**src/rtl/hsc_pkg.sv**
```systemverilog
// ----------------------------------------------------------------------------
// hsc_pkg: shared definitions for the 30/24 secded codec
// code layout, command and status codes, check-bit helper functions
// ----------------------------------------------------------------------------
package hsc_pkg;

    localparam int CODE_BITS = 30;
    localparam int DATA_BITS = 24;
    localparam int CHK_BITS  = 5;
    localparam int PAR_BIT   = 24;
    localparam int CHK_LOW   = 25;
    localparam int STAT_BITS = 2;

    // packed result word: codeword, data, status from the lowest bit up
    localparam int M_DATA_BITS = CODE_BITS + DATA_BITS + STAT_BITS;
    localparam int S_DATA_BITS = 32;

    typedef logic [CODE_BITS-1:0] code_t;
    typedef logic [DATA_BITS-1:0] data_t;
    typedef logic [CHK_BITS-1:0]  syn_t;
    typedef logic [STAT_BITS-1:0] stat_t;

    // command codes
    localparam logic CMD_ENCODE = 1'b0;
    localparam logic CMD_DECODE = 1'b1;

    // status codes
    localparam stat_t STAT_OK      = 2'd0;
    localparam stat_t STAT_FIXED   = 2'd1;
    localparam stat_t STAT_UNCORR  = 2'd2;

    // fill pattern for uncorrectable words
    localparam logic [7:0] FILL_CHAR = 8'h2D;
    localparam data_t      FILL_WORD = {3{FILL_CHAR}};

    // hamming position of each data bit (non-powers of two from 3 up)
    localparam syn_t DATA_POS [DATA_BITS] = '{
        5'd3,  5'd5,  5'd6,  5'd7,  5'd9,  5'd10, 5'd11, 5'd12,
        5'd13, 5'd14, 5'd15, 5'd17, 5'd18, 5'd19, 5'd20, 5'd21,
        5'd22, 5'd23, 5'd24, 5'd25, 5'd26, 5'd27, 5'd28, 5'd29
    };

    // xor of the positions of all set data bits
    function automatic syn_t data_syndrome(input data_t d);
        syn_t s;
        s = '0;
        for (int i = 0; i < DATA_BITS; i++) begin
            if (d[i]) begin
                s = s ^ DATA_POS[i];
            end
        end
        return s;
    endfunction

    // one-hot flip mask for the codeword bit at a given syndrome
    function automatic code_t flip_mask(input syn_t syn);
        code_t m;
        m = '0;
        for (int i = 0; i < DATA_BITS; i++) begin
            if (DATA_POS[i] == syn) begin
                m[i] = 1'b1;
            end
        end
        for (int k = 0; k < CHK_BITS; k++) begin
            if (syn == syn_t'(1 << k)) begin
                m[CHK_LOW+k] = 1'b1;
            end
        end
        return m;
    endfunction

endpackage

```
**src/rtl/hamming_secded_30_24_codec.sv**
```systemverilog
// ----------------------------------------------------------------------------
// hamming_secded_30_24_codec: extended hamming secded encoder and decoder
// encodes 24 data bits into a 30-bit codeword or checks and corrects one
// ----------------------------------------------------------------------------
// an accepted word is held in the input register, then in the result register
// throughput: one word per cycle while m_tready does not stall; xor logic lies between stages
// backpressure holds the result word, then the input word once that stage is full
// reset: aresetn low clears both stage valid flags, payload is not reset
// ----------------------------------------------------------------------------
module hamming_secded_30_24_codec (
    input  logic                               aclk,
    input  logic                               aresetn,
    // input channel
    input  logic                               s_tvalid,
    output logic                               s_tready,
    input  logic [hsc_pkg::S_DATA_BITS-1:0]    s_tdata,   // word_in[29:0], zero pad
    input  logic                               s_tuser,   // command
    // result channel
    output logic                               m_tvalid,
    input  logic                               m_tready,
    output logic [hsc_pkg::M_DATA_BITS-1:0]    m_tdata    // codeword_out, data_out, status
);

    // stage registers
    logic                  in_valid_reg;
    logic                  in_cmd_reg;
    hsc_pkg::code_t        in_word_reg;
    logic                  out_valid_reg;
    hsc_pkg::code_t        out_code_reg;
    hsc_pkg::data_t        out_data_reg;
    hsc_pkg::stat_t        out_stat_reg;

    logic                  out_load;
    logic                  in_load;

    hsc_pkg::code_t        code_next;
    hsc_pkg::data_t        data_next;
    hsc_pkg::stat_t        stat_next;

    hsc_pkg::data_t        enc_data;
    hsc_pkg::syn_t         enc_chk;
    logic                  enc_par;
    hsc_pkg::syn_t         dec_syn;
    logic                  dec_par_odd;
    hsc_pkg::code_t        dec_fixed;

    // pipeline advance: result stage frees when empty or taken
    assign out_load = !out_valid_reg || m_tready;
    assign s_tready = !in_valid_reg || out_load;
    assign in_load  = s_tvalid && s_tready;

    // input register
    always_ff @(posedge aclk) begin
        if (!aresetn) begin
            in_valid_reg <= 1'b0;
        end else if (s_tready) begin
            in_valid_reg <= s_tvalid;
        end
        if (in_load) begin
            in_cmd_reg  <= s_tuser;
            in_word_reg <= s_tdata[hsc_pkg::CODE_BITS-1:0];
        end
    end

    // encode path
    assign enc_data = in_word_reg[hsc_pkg::DATA_BITS-1:0];
    assign enc_chk  = hsc_pkg::data_syndrome(enc_data);
    assign enc_par  = ^enc_data ^ ^enc_chk;

    // decode path: syndrome, overall parity, single-bit fix
    assign dec_syn     = hsc_pkg::data_syndrome(in_word_reg[hsc_pkg::DATA_BITS-1:0])
                         ^ in_word_reg[hsc_pkg::CODE_BITS-1:hsc_pkg::CHK_LOW];
    assign dec_par_odd = ^in_word_reg;
    assign dec_fixed   = in_word_reg ^ hsc_pkg::flip_mask(dec_syn);

    // result select
    always_comb begin
        code_next = in_word_reg;
        data_next = in_word_reg[hsc_pkg::DATA_BITS-1:0];
        stat_next = hsc_pkg::STAT_OK;
        if (in_cmd_reg == hsc_pkg::CMD_ENCODE) begin
            code_next = {enc_chk, enc_par, enc_data};
            data_next = enc_data;
        end else if (dec_syn == '0) begin
            stat_next = hsc_pkg::STAT_OK;
        end else if (!dec_par_odd ||
                     dec_syn >= hsc_pkg::syn_t'(hsc_pkg::CODE_BITS)) begin
            // double error or a syndrome past the last bit
            data_next = hsc_pkg::FILL_WORD;
            stat_next = hsc_pkg::STAT_UNCORR;
        end else begin
            code_next = dec_fixed;
            data_next = dec_fixed[hsc_pkg::DATA_BITS-1:0];
            stat_next = hsc_pkg::STAT_FIXED;
        end
    end

    // result register
    always_ff @(posedge aclk) begin
        if (!aresetn) begin
            out_valid_reg <= 1'b0;
        end else if (out_load) begin
            out_valid_reg <= in_valid_reg;
        end
        if (out_load && in_valid_reg) begin
            out_code_reg <= code_next;
            out_data_reg <= data_next;
            out_stat_reg <= stat_next;
        end
    end

    assign m_tvalid = out_valid_reg;
    assign m_tdata  = {out_stat_reg, out_data_reg, out_code_reg};

    // status code never takes the unused value
    assert property (@(posedge aclk) disable iff (!aresetn)
        out_valid_reg |-> (out_stat_reg == hsc_pkg::STAT_OK ||
                           out_stat_reg == hsc_pkg::STAT_FIXED ||
                           out_stat_reg == hsc_pkg::STAT_UNCORR))
        else $error("result status holds an unused code");

    // good or fixed words report their own low data bits
    assert property (@(posedge aclk) disable iff (!aresetn)
        out_valid_reg && (out_stat_reg == hsc_pkg::STAT_OK ||
                          out_stat_reg == hsc_pkg::STAT_FIXED)
        |-> (out_data_reg == out_code_reg[hsc_pkg::DATA_BITS-1:0]))
        else $error("data does not match the codeword");

    // uncorrectable words carry the fill pattern
    assert property (@(posedge aclk) disable iff (!aresetn)
        out_valid_reg && (out_stat_reg == hsc_pkg::STAT_UNCORR)
        |-> (out_data_reg == hsc_pkg::FILL_WORD))
        else $error("uncorrectable word without fill pattern");

    // a held input word is not overwritten while the result side stalls
    assert property (@(posedge aclk) disable iff (!aresetn)
        in_valid_reg && !out_load
        |=> in_valid_reg && $stable(in_word_reg) && $stable(in_cmd_reg))
        else $error("stalled input word was overwritten");

endmodule

```
**config.mk**
```make
export PLATFORM = sky130hd
export DESIGN_NAME = hamming_secded_30_24_codec
export DESIGN_NICKNAME = d
export VERILOG_FILES = /design/src/rtl/hsc_pkg.sv /design/src/rtl/hamming_secded_30_24_codec.sv
export SDC_FILE = /design/constraint.sdc
export NUM_CORES = 1
export LEC_CHECK = 0
export ABC_AREA = 1
export BUFFER_PORTS_ARGS = -buffer_cell sky130_fd_sc_hd__clkbuf_2
export CAP_MARGIN = 20
export CORE_MARGIN = 3
export CORE_UTILIZATION = 59
export CTS_BUF_LIST = sky130_fd_sc_hd__clkbuf_8
export DETAILED_ROUTE_END_ITERATION = 12
export GPL_TIMING_DRIVEN = 0
export HOLD_SLACK_MARGIN = 0.12
export PLACE_DENSITY_LB_ADDON = 0.05
export SYNTH_ARGS = -nofsm -noshare
export SYNTH_HDL_FRONTEND = slang
export SYNTH_SLANG_ARGS = --single-unit
```
**constraint.sdc**
```tcl
create_clock -name aclk -period 4.35 [get_ports aclk]
set_input_delay 0.2175 -clock aclk [delete_from_list [all_inputs] [get_ports aclk]]
set_output_delay 0.2175 -clock aclk [all_outputs]
set_load 0.01 [all_outputs]
```
* Word level (Yosys, flattened, before mapping)
Cells that the tools add are included.
** Word-level totals
- Latch bits :: 0
- Memories kept :: 0
- Logic and storage cells :: 137
- Register bits :: 89
- Bits in writable memories :: 0
- Bits in read-only memories :: 0
- Output and inout bits :: 58
** Cells by class
- Order comparisons :: 1
- Eq/ne operators :: 29
- Divide/modulo/power cells :: 0
- $mul :: 0
- $add $sub $neg :: 0
- Shifts and indexed selects :: 0
- Reductions and logical operators :: 13
- Bitwise logic cells :: 27
- Multiplexer cells :: 60
** Operators with widths (count)
- 30-bit two-way mux :: 3
- 24-bit two-way mux :: 3
- 5-bit equality test (first input constant) :: 13
- 5-bit two-way mux :: 13
- 4-bit by 5-bit equality test with 1-bit output (first input constant) :: 7
- 3-bit NOT :: 10
- 30-bit parity :: 1
- 30-bit bitwise XOR :: 1
- 1-bit two-way mux :: 29
- 4-bit two-way mux :: 7
- 24-bit parity :: 1
- 2-bit NOT :: 9
- 4-bit NOT :: 4
- 3-bit by 5-bit equality test with 1-bit output (first input constant) :: 3
- 3-bit two-way mux :: 3
- 2-bit by 5-bit equality test with 1-bit output (first input constant) :: 1
- 5-bit by 1-bit equality test with 1-bit output (second input constant) :: 1
- 5-bit by 2-bit equality test with 1-bit output (second input constant) :: 1
- 5-bit by 3-bit equality test with 1-bit output (second input constant) :: 1
- 5-bit by 4-bit equality test with 1-bit output (second input constant) :: 1
- 5-bit equality test (second input constant) :: 1
- 5-bit >= comparator (second input constant) :: 1
- 5-bit logical NOT :: 1
- 5-bit parity :: 1
- other kinds (8) :: 14

* Depth between registers and ports, before layout
Gate-level depths: netlist (run 1).
- Depth after elaboration :: 54
- Gate-level depth with buffers :: 23
- Gate-level depth less buffers :: 21

* Worst setup path after synthesis (run 1)
No wires, ideal clock.
- Path kind :: register to register
- From :: reg out_valid_reg, in the netlist m_tvalid
- To :: reg out_code_reg[0] (enable)
- Data required time :: 3.862 ns
- Arrival :: 3.116 ns
- Setup time :: 0.488 ns
- Slack :: 0.746 ns
- Cell stages (with the launch flop) :: 2
- Buffers on the path :: 0
- Cell sequence :: dfxtp_1 -> a21oi_1
** Between the ends
- Word-level cells in the longest chain between the ends :: 3
** Ends and longest elaborated chain
- from (decl) :: RTL line hamming_secded_30_24_codec.sv:28 : logic out_valid_reg;
- from (signal assigned) :: RTL line hamming_secded_30_24_codec.sv:103 : out_valid_reg <= in_valid_reg;
- 1-bit logical NOT :: RTL line hamming_secded_30_24_codec.sv:48 : assign out_load = !out_valid_reg || m_tready;
- 1-bit logical OR :: RTL line hamming_secded_30_24_codec.sv:48
- 1-bit logical AND :: RTL line hamming_secded_30_24_codec.sv:105 : if (out_load && in_valid_reg) begin
- to (signal assigned) :: RTL line hamming_secded_30_24_codec.sv:106 : out_code_reg <= code_next;
- to (decl) :: RTL line hamming_secded_30_24_codec.sv:29 : hsc_pkg::code_t out_code_reg;
Every way passes these cells.
A chain may end at the register's enable or synchronous reset.

* Worst setup path after layout (run 1)
- From :: reg in_word_reg[1]
- To :: reg out_code_reg[12] (data pin)
** Between the ends
- Word-level cells in the longest chain between the ends :: 42
- Elaborated cells on any way between the ends :: 53
- Classes of those cells :: order compare: 1; eq/ne: 1; mux: 27; bitwise: 20; reduce/logical: 4
** Ends and longest elaborated chain
- from (decl) :: RTL line hamming_secded_30_24_codec.sv:27 : hsc_pkg::code_t in_word_reg;
- from (signal assigned) :: RTL line hamming_secded_30_24_codec.sv:61 : in_word_reg <= s_tdata[hsc_pkg::CODE_BITS-1:0];
- parallel branches: the longest is 40 deep, another holds 4-bit two-way mux
- 30-bit two-way mux * :: RTL line hamming_secded_30_24_codec.sv:84 : end else if (dec_syn == '0) begin
- 30-bit two-way mux * :: RTL line hamming_secded_30_24_codec.sv:81 : if (in_cmd_reg == hsc_pkg::CMD_ENCODE) begin
- via code_next[12] :: RTL line hamming_secded_30_24_codec.sv:36 : hsc_pkg::code_t code_next;
Mark *: on every way through the listed nets, which the timed path passes.

==> metrics.yaml, run 1 <==
die_area_um2: 10500
first_global_vias: 4880
synth_cell_type_count: 34
drt_iter0_drc: 283
placed_area_um2: 6120
async_flop_share_pct: 0
drt_drc_violations_left: 0
p_int_mw: 1.85
antenna_found_initial: 0
final_hold_viol_count: 0
power_mw: 3.08
pre_cts_slack_ns: 1.39
whs_ns: 0.191
viasPerCell: 5.39
clock_latency_ns: 0.36
area_growth_pct: 21.7
die_h_um: 102
wl_per_cell_um: 16.1
firstDrtPassIters: 5
ant_nets: 0
pwr-share-seq_pct: 37.0
start_util_pct: 61.8
cts_tree: "built"
use_met2_pct: 52.6
wl_um: 14700
final_cells: 915
clock_sinks: 89
synth_edf_count: 87
fin_tns_setup_ns: 0
clkTransAtPathRegs_ns: 0.09
finish.utilization_pct: 75.2
cts_buffer_depth: 2
grt_max_degree: 35
gp_congestion: 0.967
worst_slack_ns: 1.29
num_vias: 4929
arrival_ns: 3.16
power.switching_mw: 1.23
yosysSeqAreaShare_pct: 48.5
max_cap_viol_count: 0
cts_setup_buffers: 0
holdCritPathClass: "primary input to flop"
hpwl_um: 10300
start_kind: "flop"
cts-root-buf: "clkbuf_8"
clock_skew_ns: 0.00993
worst-path-max-fanout: 9
num_io_pins: 95
leakage_nw: 3.15
grt_pass1_wl_um: 23800
outcome: "complete, no violations"
fin_crit_sh_pct: 70.3
synthCells: 664
power_density_nw_per_um2: 463
n_antenna_cell: 0
fp.dieW_um: 102
num_rows: 34
final_layout_size_suffix_gt1_share_pct: 23.0
fin_area_um2: 6660
core_um2: 8850
setup_viol: 0
grt_overflow: 0
htreeDepth: 3
grt.met1_usage_pct: 37.4
period_needed_ns: 3.06
slew_violations: 0
crit_type: "flop to flop"
ys_seq_elements: 89
tightest_slew_ns: 0.761
max_clock_freq_mhz: 327
netlist_area_um2: 5470
end_kind: "flop"
io_buffers: 92
cp.required_ns: 4.45
rsz0062_at_grt: "false"
cts_buffers: 9
synth_warnings: 0
ys.flop_type: "edfxtp_1"
nets: 839
slew_headroom_pct: 49.1
track_usage_pct: 30.0
clkPwrFrac_pct: 19.1
busiest_layer: "met2"
dp_cells: 866
avgSynthCellArea_um2: 8.24
combPwrFrac_pct: 43.9
met3_usage_pct: 5.53
sw_frac_of_total_pct: 40.1
syn_nets: 701
peakVddDrop_mv: 0.242
## area by class of cell
class	count	area, um2
buffer	21	151
fill	652	2190
tap	108	135
inverter	63	241
clock buffer	10	138
clock inverter	6	66.3
multi-input combinational	491	2430
timing repair buffer	127	838
sequential	89	2650
## path summary, 6_finish.rpt
kind                   from          endpoint  slack [ns]  cells past startpoint
max reg2reg  in_word_reg[1]  out_code_reg[12]        1.29                     17
max          in_word_reg[1]  out_code_reg[12]        1.29                     17
min reg2reg    in_valid_reg          m_tvalid        0.57                      2
min                m_tready          m_tvalid        0.19                      4
## cell families after synthesis
family | after synthesis | share of synthesized area [%]
flip-flops | 89 | 48.5
AO/OA/AOI/OAI | 30 | 3.04
buffers and inverters | 84 | 7.18
XOR/XNOR | 41 | 7.25
AND/OR/NAND/NOR | 420 | 34.0
## cell usage after synthesis, types with 3 or more instances
cell type	n	area share [%]
o21ai_0	7	0.64
nor2_1	34	2.3
xnor2_2	3	0.89
edfxtp_1	87	48
nand4_1	15	1.7
buf_4	10	1.4
nor2_2	7	0.80
nand3_2	4	0.73
xnor2_1	14	2.2
xor2_1	22	3.5
nand2_1	279	19
inv_2	15	1.0
buf_2	7	0.64
a21oi_1	6	0.55
nand3_1	59	5.4
nand2_4	4	0.82
nand2_2	12	1.4
o21ai_1	12	1.1
inv_1	45	3.1
## routing by layer
layer / up-vias / share of wire, %
met5: - / 0
met4: 0 / 2.2
met3: 31 / 7.1
met2: 215 / 50
met1: 2269 / 40
li1: 2414 / -
## cell usage in the layout (no fill, tap or decap), types with 3 or more instances in the layout
cell type,synthesis,routed
xnor2_1,14,14
o21ai_0,7,7
inv_2,15,15
a21oi_1,6,5
nand2_4,4,4
clkbuf_8,0,10
xnor2_2,3,3
buf_4,10,10
dlygate4sd3_1,0,33
buf_2,7,7
xor2_1,22,22
nor2_1,34,34
nand2_1,279,279
edfxtp_1,87,87
nand3_2,4,4
clkbuf_2,0,92
nand3_1,59,59
inv_1,45,46
nor2_2,7,7
o21ai_1,12,12
nand2_2,12,12
nand4_1,15,15
## power by group through the flow
| stage | Clock [mW] | Combinational (mW) | Sequential [mW] |
|---|---|---|---|
| after detailed placement | 0 | 1.30 | 1.16 |
| final | 0.590 | 1.35 | 1.14 |
| after CTS | 0.595 | 1.33 | 1.14 |
| after global routing | 0.635 | 1.50 | 1.15 |
| after global placement | 0 | 1.27 | 1.16 |
| after floorplan | 0 | 0.922 | 1.19 |
## timing repair
item / in CTS / in global routing
setup endpoints to repair: 0 / 0
resized for setup: 0 / 0
endpoints found under the hold margin: 33 / 0
hold buffers: 33 / 0
## worst max-delay path, stage by stage (launching register included)
cell and delay, ns:
edfxtp_1 0.52, inv_1 0.15, nand2_1 0.06, nand2_1 0.17, inv_1 0.06, nand2_1 0.07, nand2_1 0.08, nand3_1 0.07
nand2_1 0.06, nand2_1 0.16, nand2_2 0.11, nand2_1 0.08, nand2_2 0.14, nor2_2 0.48, nand3_1 0.23, xor2_1 0.20
nand2_2 0.08, o21ai_1 0.07
Note: power is estimated with default switching activity, not from simulation.
==> run 2, diff against run 1 <==
ABC_AREA = 0   (was 1)
CORE_UTILIZATION = 58   (was 59)
clock period = 3.11 ns   (was 4.35 ns; I/O delays follow)
==> metrics.yaml, run 2 <==
synth_top_area_share_pct: 53.3  # +5.5 points
synth.area.top_cells: "edfxtp_1 53%, xnor2_1 10%, xnor3_1 5.5%"
cts_buffer_depth: 2  # unchanged
synth_warnings: 0  # unchanged
synthTopCellsByCount: "87 x edfxtp_1, 57 x xnor2_1, 20 x nor3_1"
synth_cell_type_count: 51  # +50%
antenna_found_initial: 0  # unchanged
final_layout_size_suffix_gt1_share_pct: 46.0  # +23 points
worst-path-max-fanout: 10  # +1
grt_pass1_wl_um: 23000  # -3.3%
synthCells: 361  # -46%
firstDrtPassIters: 6  # +1
avgSynthCellArea_um2: 13.6  # +65%
fin_area_um2: 7000  # +5.1%
grt_max_degree: 41  # +17%
wl_um: 17300  # +17%
r2r_setup_slack_ns: -0.25  # -1.55 ns
num_vias: 4231  # -14%
cts-root-buf: "clkbuf_8"
path_buf_inv: 1  # -1
hold_depth: 3  # -1
num_io_pins: 95  # unchanged
rr_worst_depth: 8  # -9
netlist_area_um2: 4900  # -10%
ys_seq_elements: 89  # unchanged
cts_buffers: 9  # unchanged
cts_tree: "built"
die_h_um: 98.0  # -4.2%
cpMaxStageDelayCell: "edfxtp_1"
fin_crit_sh_pct: 108  # +38 points
clkTransAtPathRegs_ns: 0.09  # about the same
period_needed_ns: 3.36  # +0.305 ns
final_hold_viol_count: 0  # unchanged
hold_start: "m_tready"
tightest_slew_ns: 0.635  # -0.126 ns
fin_tns_setup_ns: -3.99  # -3.99 ns
start_kind: "flop"
ys.flop_type: "edfxtp_1"
syn_nets: 398  # -43%
top_layer_used: "met4"
start_util_pct: 61.6  # -0.25 points
peakVddDrop_mv: 0.625  # +160%
yosysSeqAreaShare_pct: 54.1  # +5.6 points
wl_per_cell_um: 26.6  # +66%
die_area_um2: 9600  # -8.3%
slew_violations: 0  # unchanged
slew_headroom_pct: 57.6  # +8.5 points
critPathMaxStageDelay_ns: 0.62  # +0.10 ns
leakage_nw: 2.77  # -12%
power_density_nw_per_um2: 910  # +97%
async_flop_share_pct: 0  # unchanged
r2r-start: "in_word_reg[6]"
viasPerCell: 6.53  # +21%
max_cap_viol_count: 0  # unchanged
n_antenna_cell: 0  # unchanged
yosysMostFrequentCell: "edfxtp_1"
num_rows: 32  # -5.9%
io_buffers: 92  # unchanged
cp.required_ns: 3.21  # -1.24 ns
nets: 578  # -31%
track_usage_pct: 31.4  # +1.4 points
grt_overflow: 0  # unchanged
met1_length_um: 6030  # +1.8%
setup_viol: 48  # +48
end_kind: "flop"
final_cell_mix: "95 x clkbuf_2, 87 x edfxtp_1, 44 x buf_4, 42 x xnor2_1, 33 x dlygate4sd3_1"
first_global_vias: 3953  # -19%
fillers: 320  # -51%
holdPathEnd: "m_tvalid"
area_growth_pct: 42.6
layout_commonest_cell: "clkbuf_2"
ant_nets: 0  # unchanged
arrival_ns: 3.46  # +0.30 ns
max_clock_freq_mhz: 297  # -9.1%
gp_congestion: 0.959  # -0.81%
synth_edf_count: 87  # unchanged
regToRegEndpoint: "out_data_reg[18]"
drt_iter0_drc: 637  # +130%
outcome: "complete, but fails checks"
hpwl_um: 9060  # -12%
met3WireLength_um: 2040  # +95%
clock_sinks: 89  # unchanged
fp.dieW_um: 98.0  # -4.2%
crit_type: "flop to flop"
worst_slack_ns: -0.253  # -1.55 ns
dr_wl_met2_um: 8170  # +10%
core_um2: 7970  # -10%
rsz0062_at_grt: "true"
placed_area_um2: 5560  # -9.3%
clock_skew_ns: 0.0177  # +0.00778 ns
yosys.area.top_type: "edfxtp_1"
crit_chain: "xor2_4 -> xnor2_1 -> xnor3_2 -> xnor2_4 -> buf_2 -> nor3_1 -> o31ai_1 -> mux2i_1"
cp_top_family: "XOR/XNOR gates"
violations: "setup timing"
drt_drc_violations_left: 0  # unchanged
holdCritPathClass: "primary input to flop"
clock_latency_ns: 0.37  # about the same
htreeDepth: 3  # unchanged
run 2: changes by cell type after synthesis, sizes merged, moves of 9 or more:
cell    delta
nor4      +16
xnor3     +13
inv       -51
nor2      -35
o21ai     -13
clkbuf    +10
nor3      +20
nand2    -286
o31ai     +11
mux2      +10
nand3     -58
xnor2     +44
buf        -9
nand4     -10
run 2: worst max-delay path by stage:
stage | start | endpoint | slack, ns | depth (start not counted)
2_1_floorplan | in_word_reg[15] | out_code_reg[27] | 0.01 | 8
5_1_grt | in_word_reg[23] | out_data_reg[6] | -0.26 | 10
4_1_cts | in_word_reg[19] | out_data_reg[11] | -0.05 | 9
6_report | in_word_reg[6] | out_data_reg[18] | -0.25 | 8
3_5_place_dp | in_word_reg[14] | out_code_reg[3] | -0.75 | 9
3_3_place_gp | in_word_reg[14] | out_code_reg[3] | -0.80 | 9
run 2: power breakdown:
part           internal (mW)  total [mW]  switching, mW
Sequential              1.52        1.59         0.0686
Combinational           1.55        3.96           2.41
Clock                  0.372       0.821          0.449
run 2: what timing repair did:
item | 4_1_cts | 5_1_grt
endpoints found under the setup margin | 54 | 54
buffers inserted | 21 | 22
hold endpoints to repair | 33 | 0
pin swaps | 14 | 16
hold buffers | 33 | 0
resized for setup | 65 | 55
gates cloned | 1 | 0
run 2: routing by layer:
layer / GRT usage, % / up-vias
li1: - / 1709
met1: 41.1 / 1960
met2: 52.7 / 439
met3: 6.07 / 123
met4: 10.9 / 0
met5: 0 / -
run 2: through the flow:
stage / hold WS (ns) / cells / power (mW) / worst slack (ns) / utilization [%]
floorplan: 0.254 / 361 / 3.44 / 0.0128 / -
CTS: 0.205 / 627 / 5.54 / -0.0455 / 82.4
finish: 0.318 / 648 / 6.37 / -0.253 / 87.8
global placement: 0.332 / 555 / 4.14 / -0.804 / 69.1
detailed placement: 0.334 / 557 / 4.16 / -0.750 / 69.7
global route: 0.333 / 648 / 6.50 / -0.257 / 87.8
run 2: area by class of cell:
| type | count | area (um2) | share of cell area, % |
|---|---|---|---|
| multi-input cells | 240 | 2630 | 37.6 |
| clock inverters | 7 | 71.3 | 1.02 |
| repair buffers | 170 | 1170 | 16.8 |
| inverters | 11 | 43.8 | 0.626 |
| flip-flops and latches | 89 | 2650 | 37.9 |
| well taps | 102 | 128 | 1.82 |
| clock buffers | 9 | 124 | 1.77 |
| plain buffers | 20 | 170 | 2.43 |
run 2: cell families after synthesis:
| kind of cell | synth area share [%] |
|---|---|
| compound gates | 6.56 |
| xor+xnor | 22.1 |
| buf+inv | 2.93 |
| flops | 54.1 |
| mux | 3.32 |
| simple gates | 11.0 |
run 2: tightest hold or removal path, stage by stage:
cell	delay, ns
clkbuf_2	0.08
nor2b_1	0.13
o21a_1	0.25
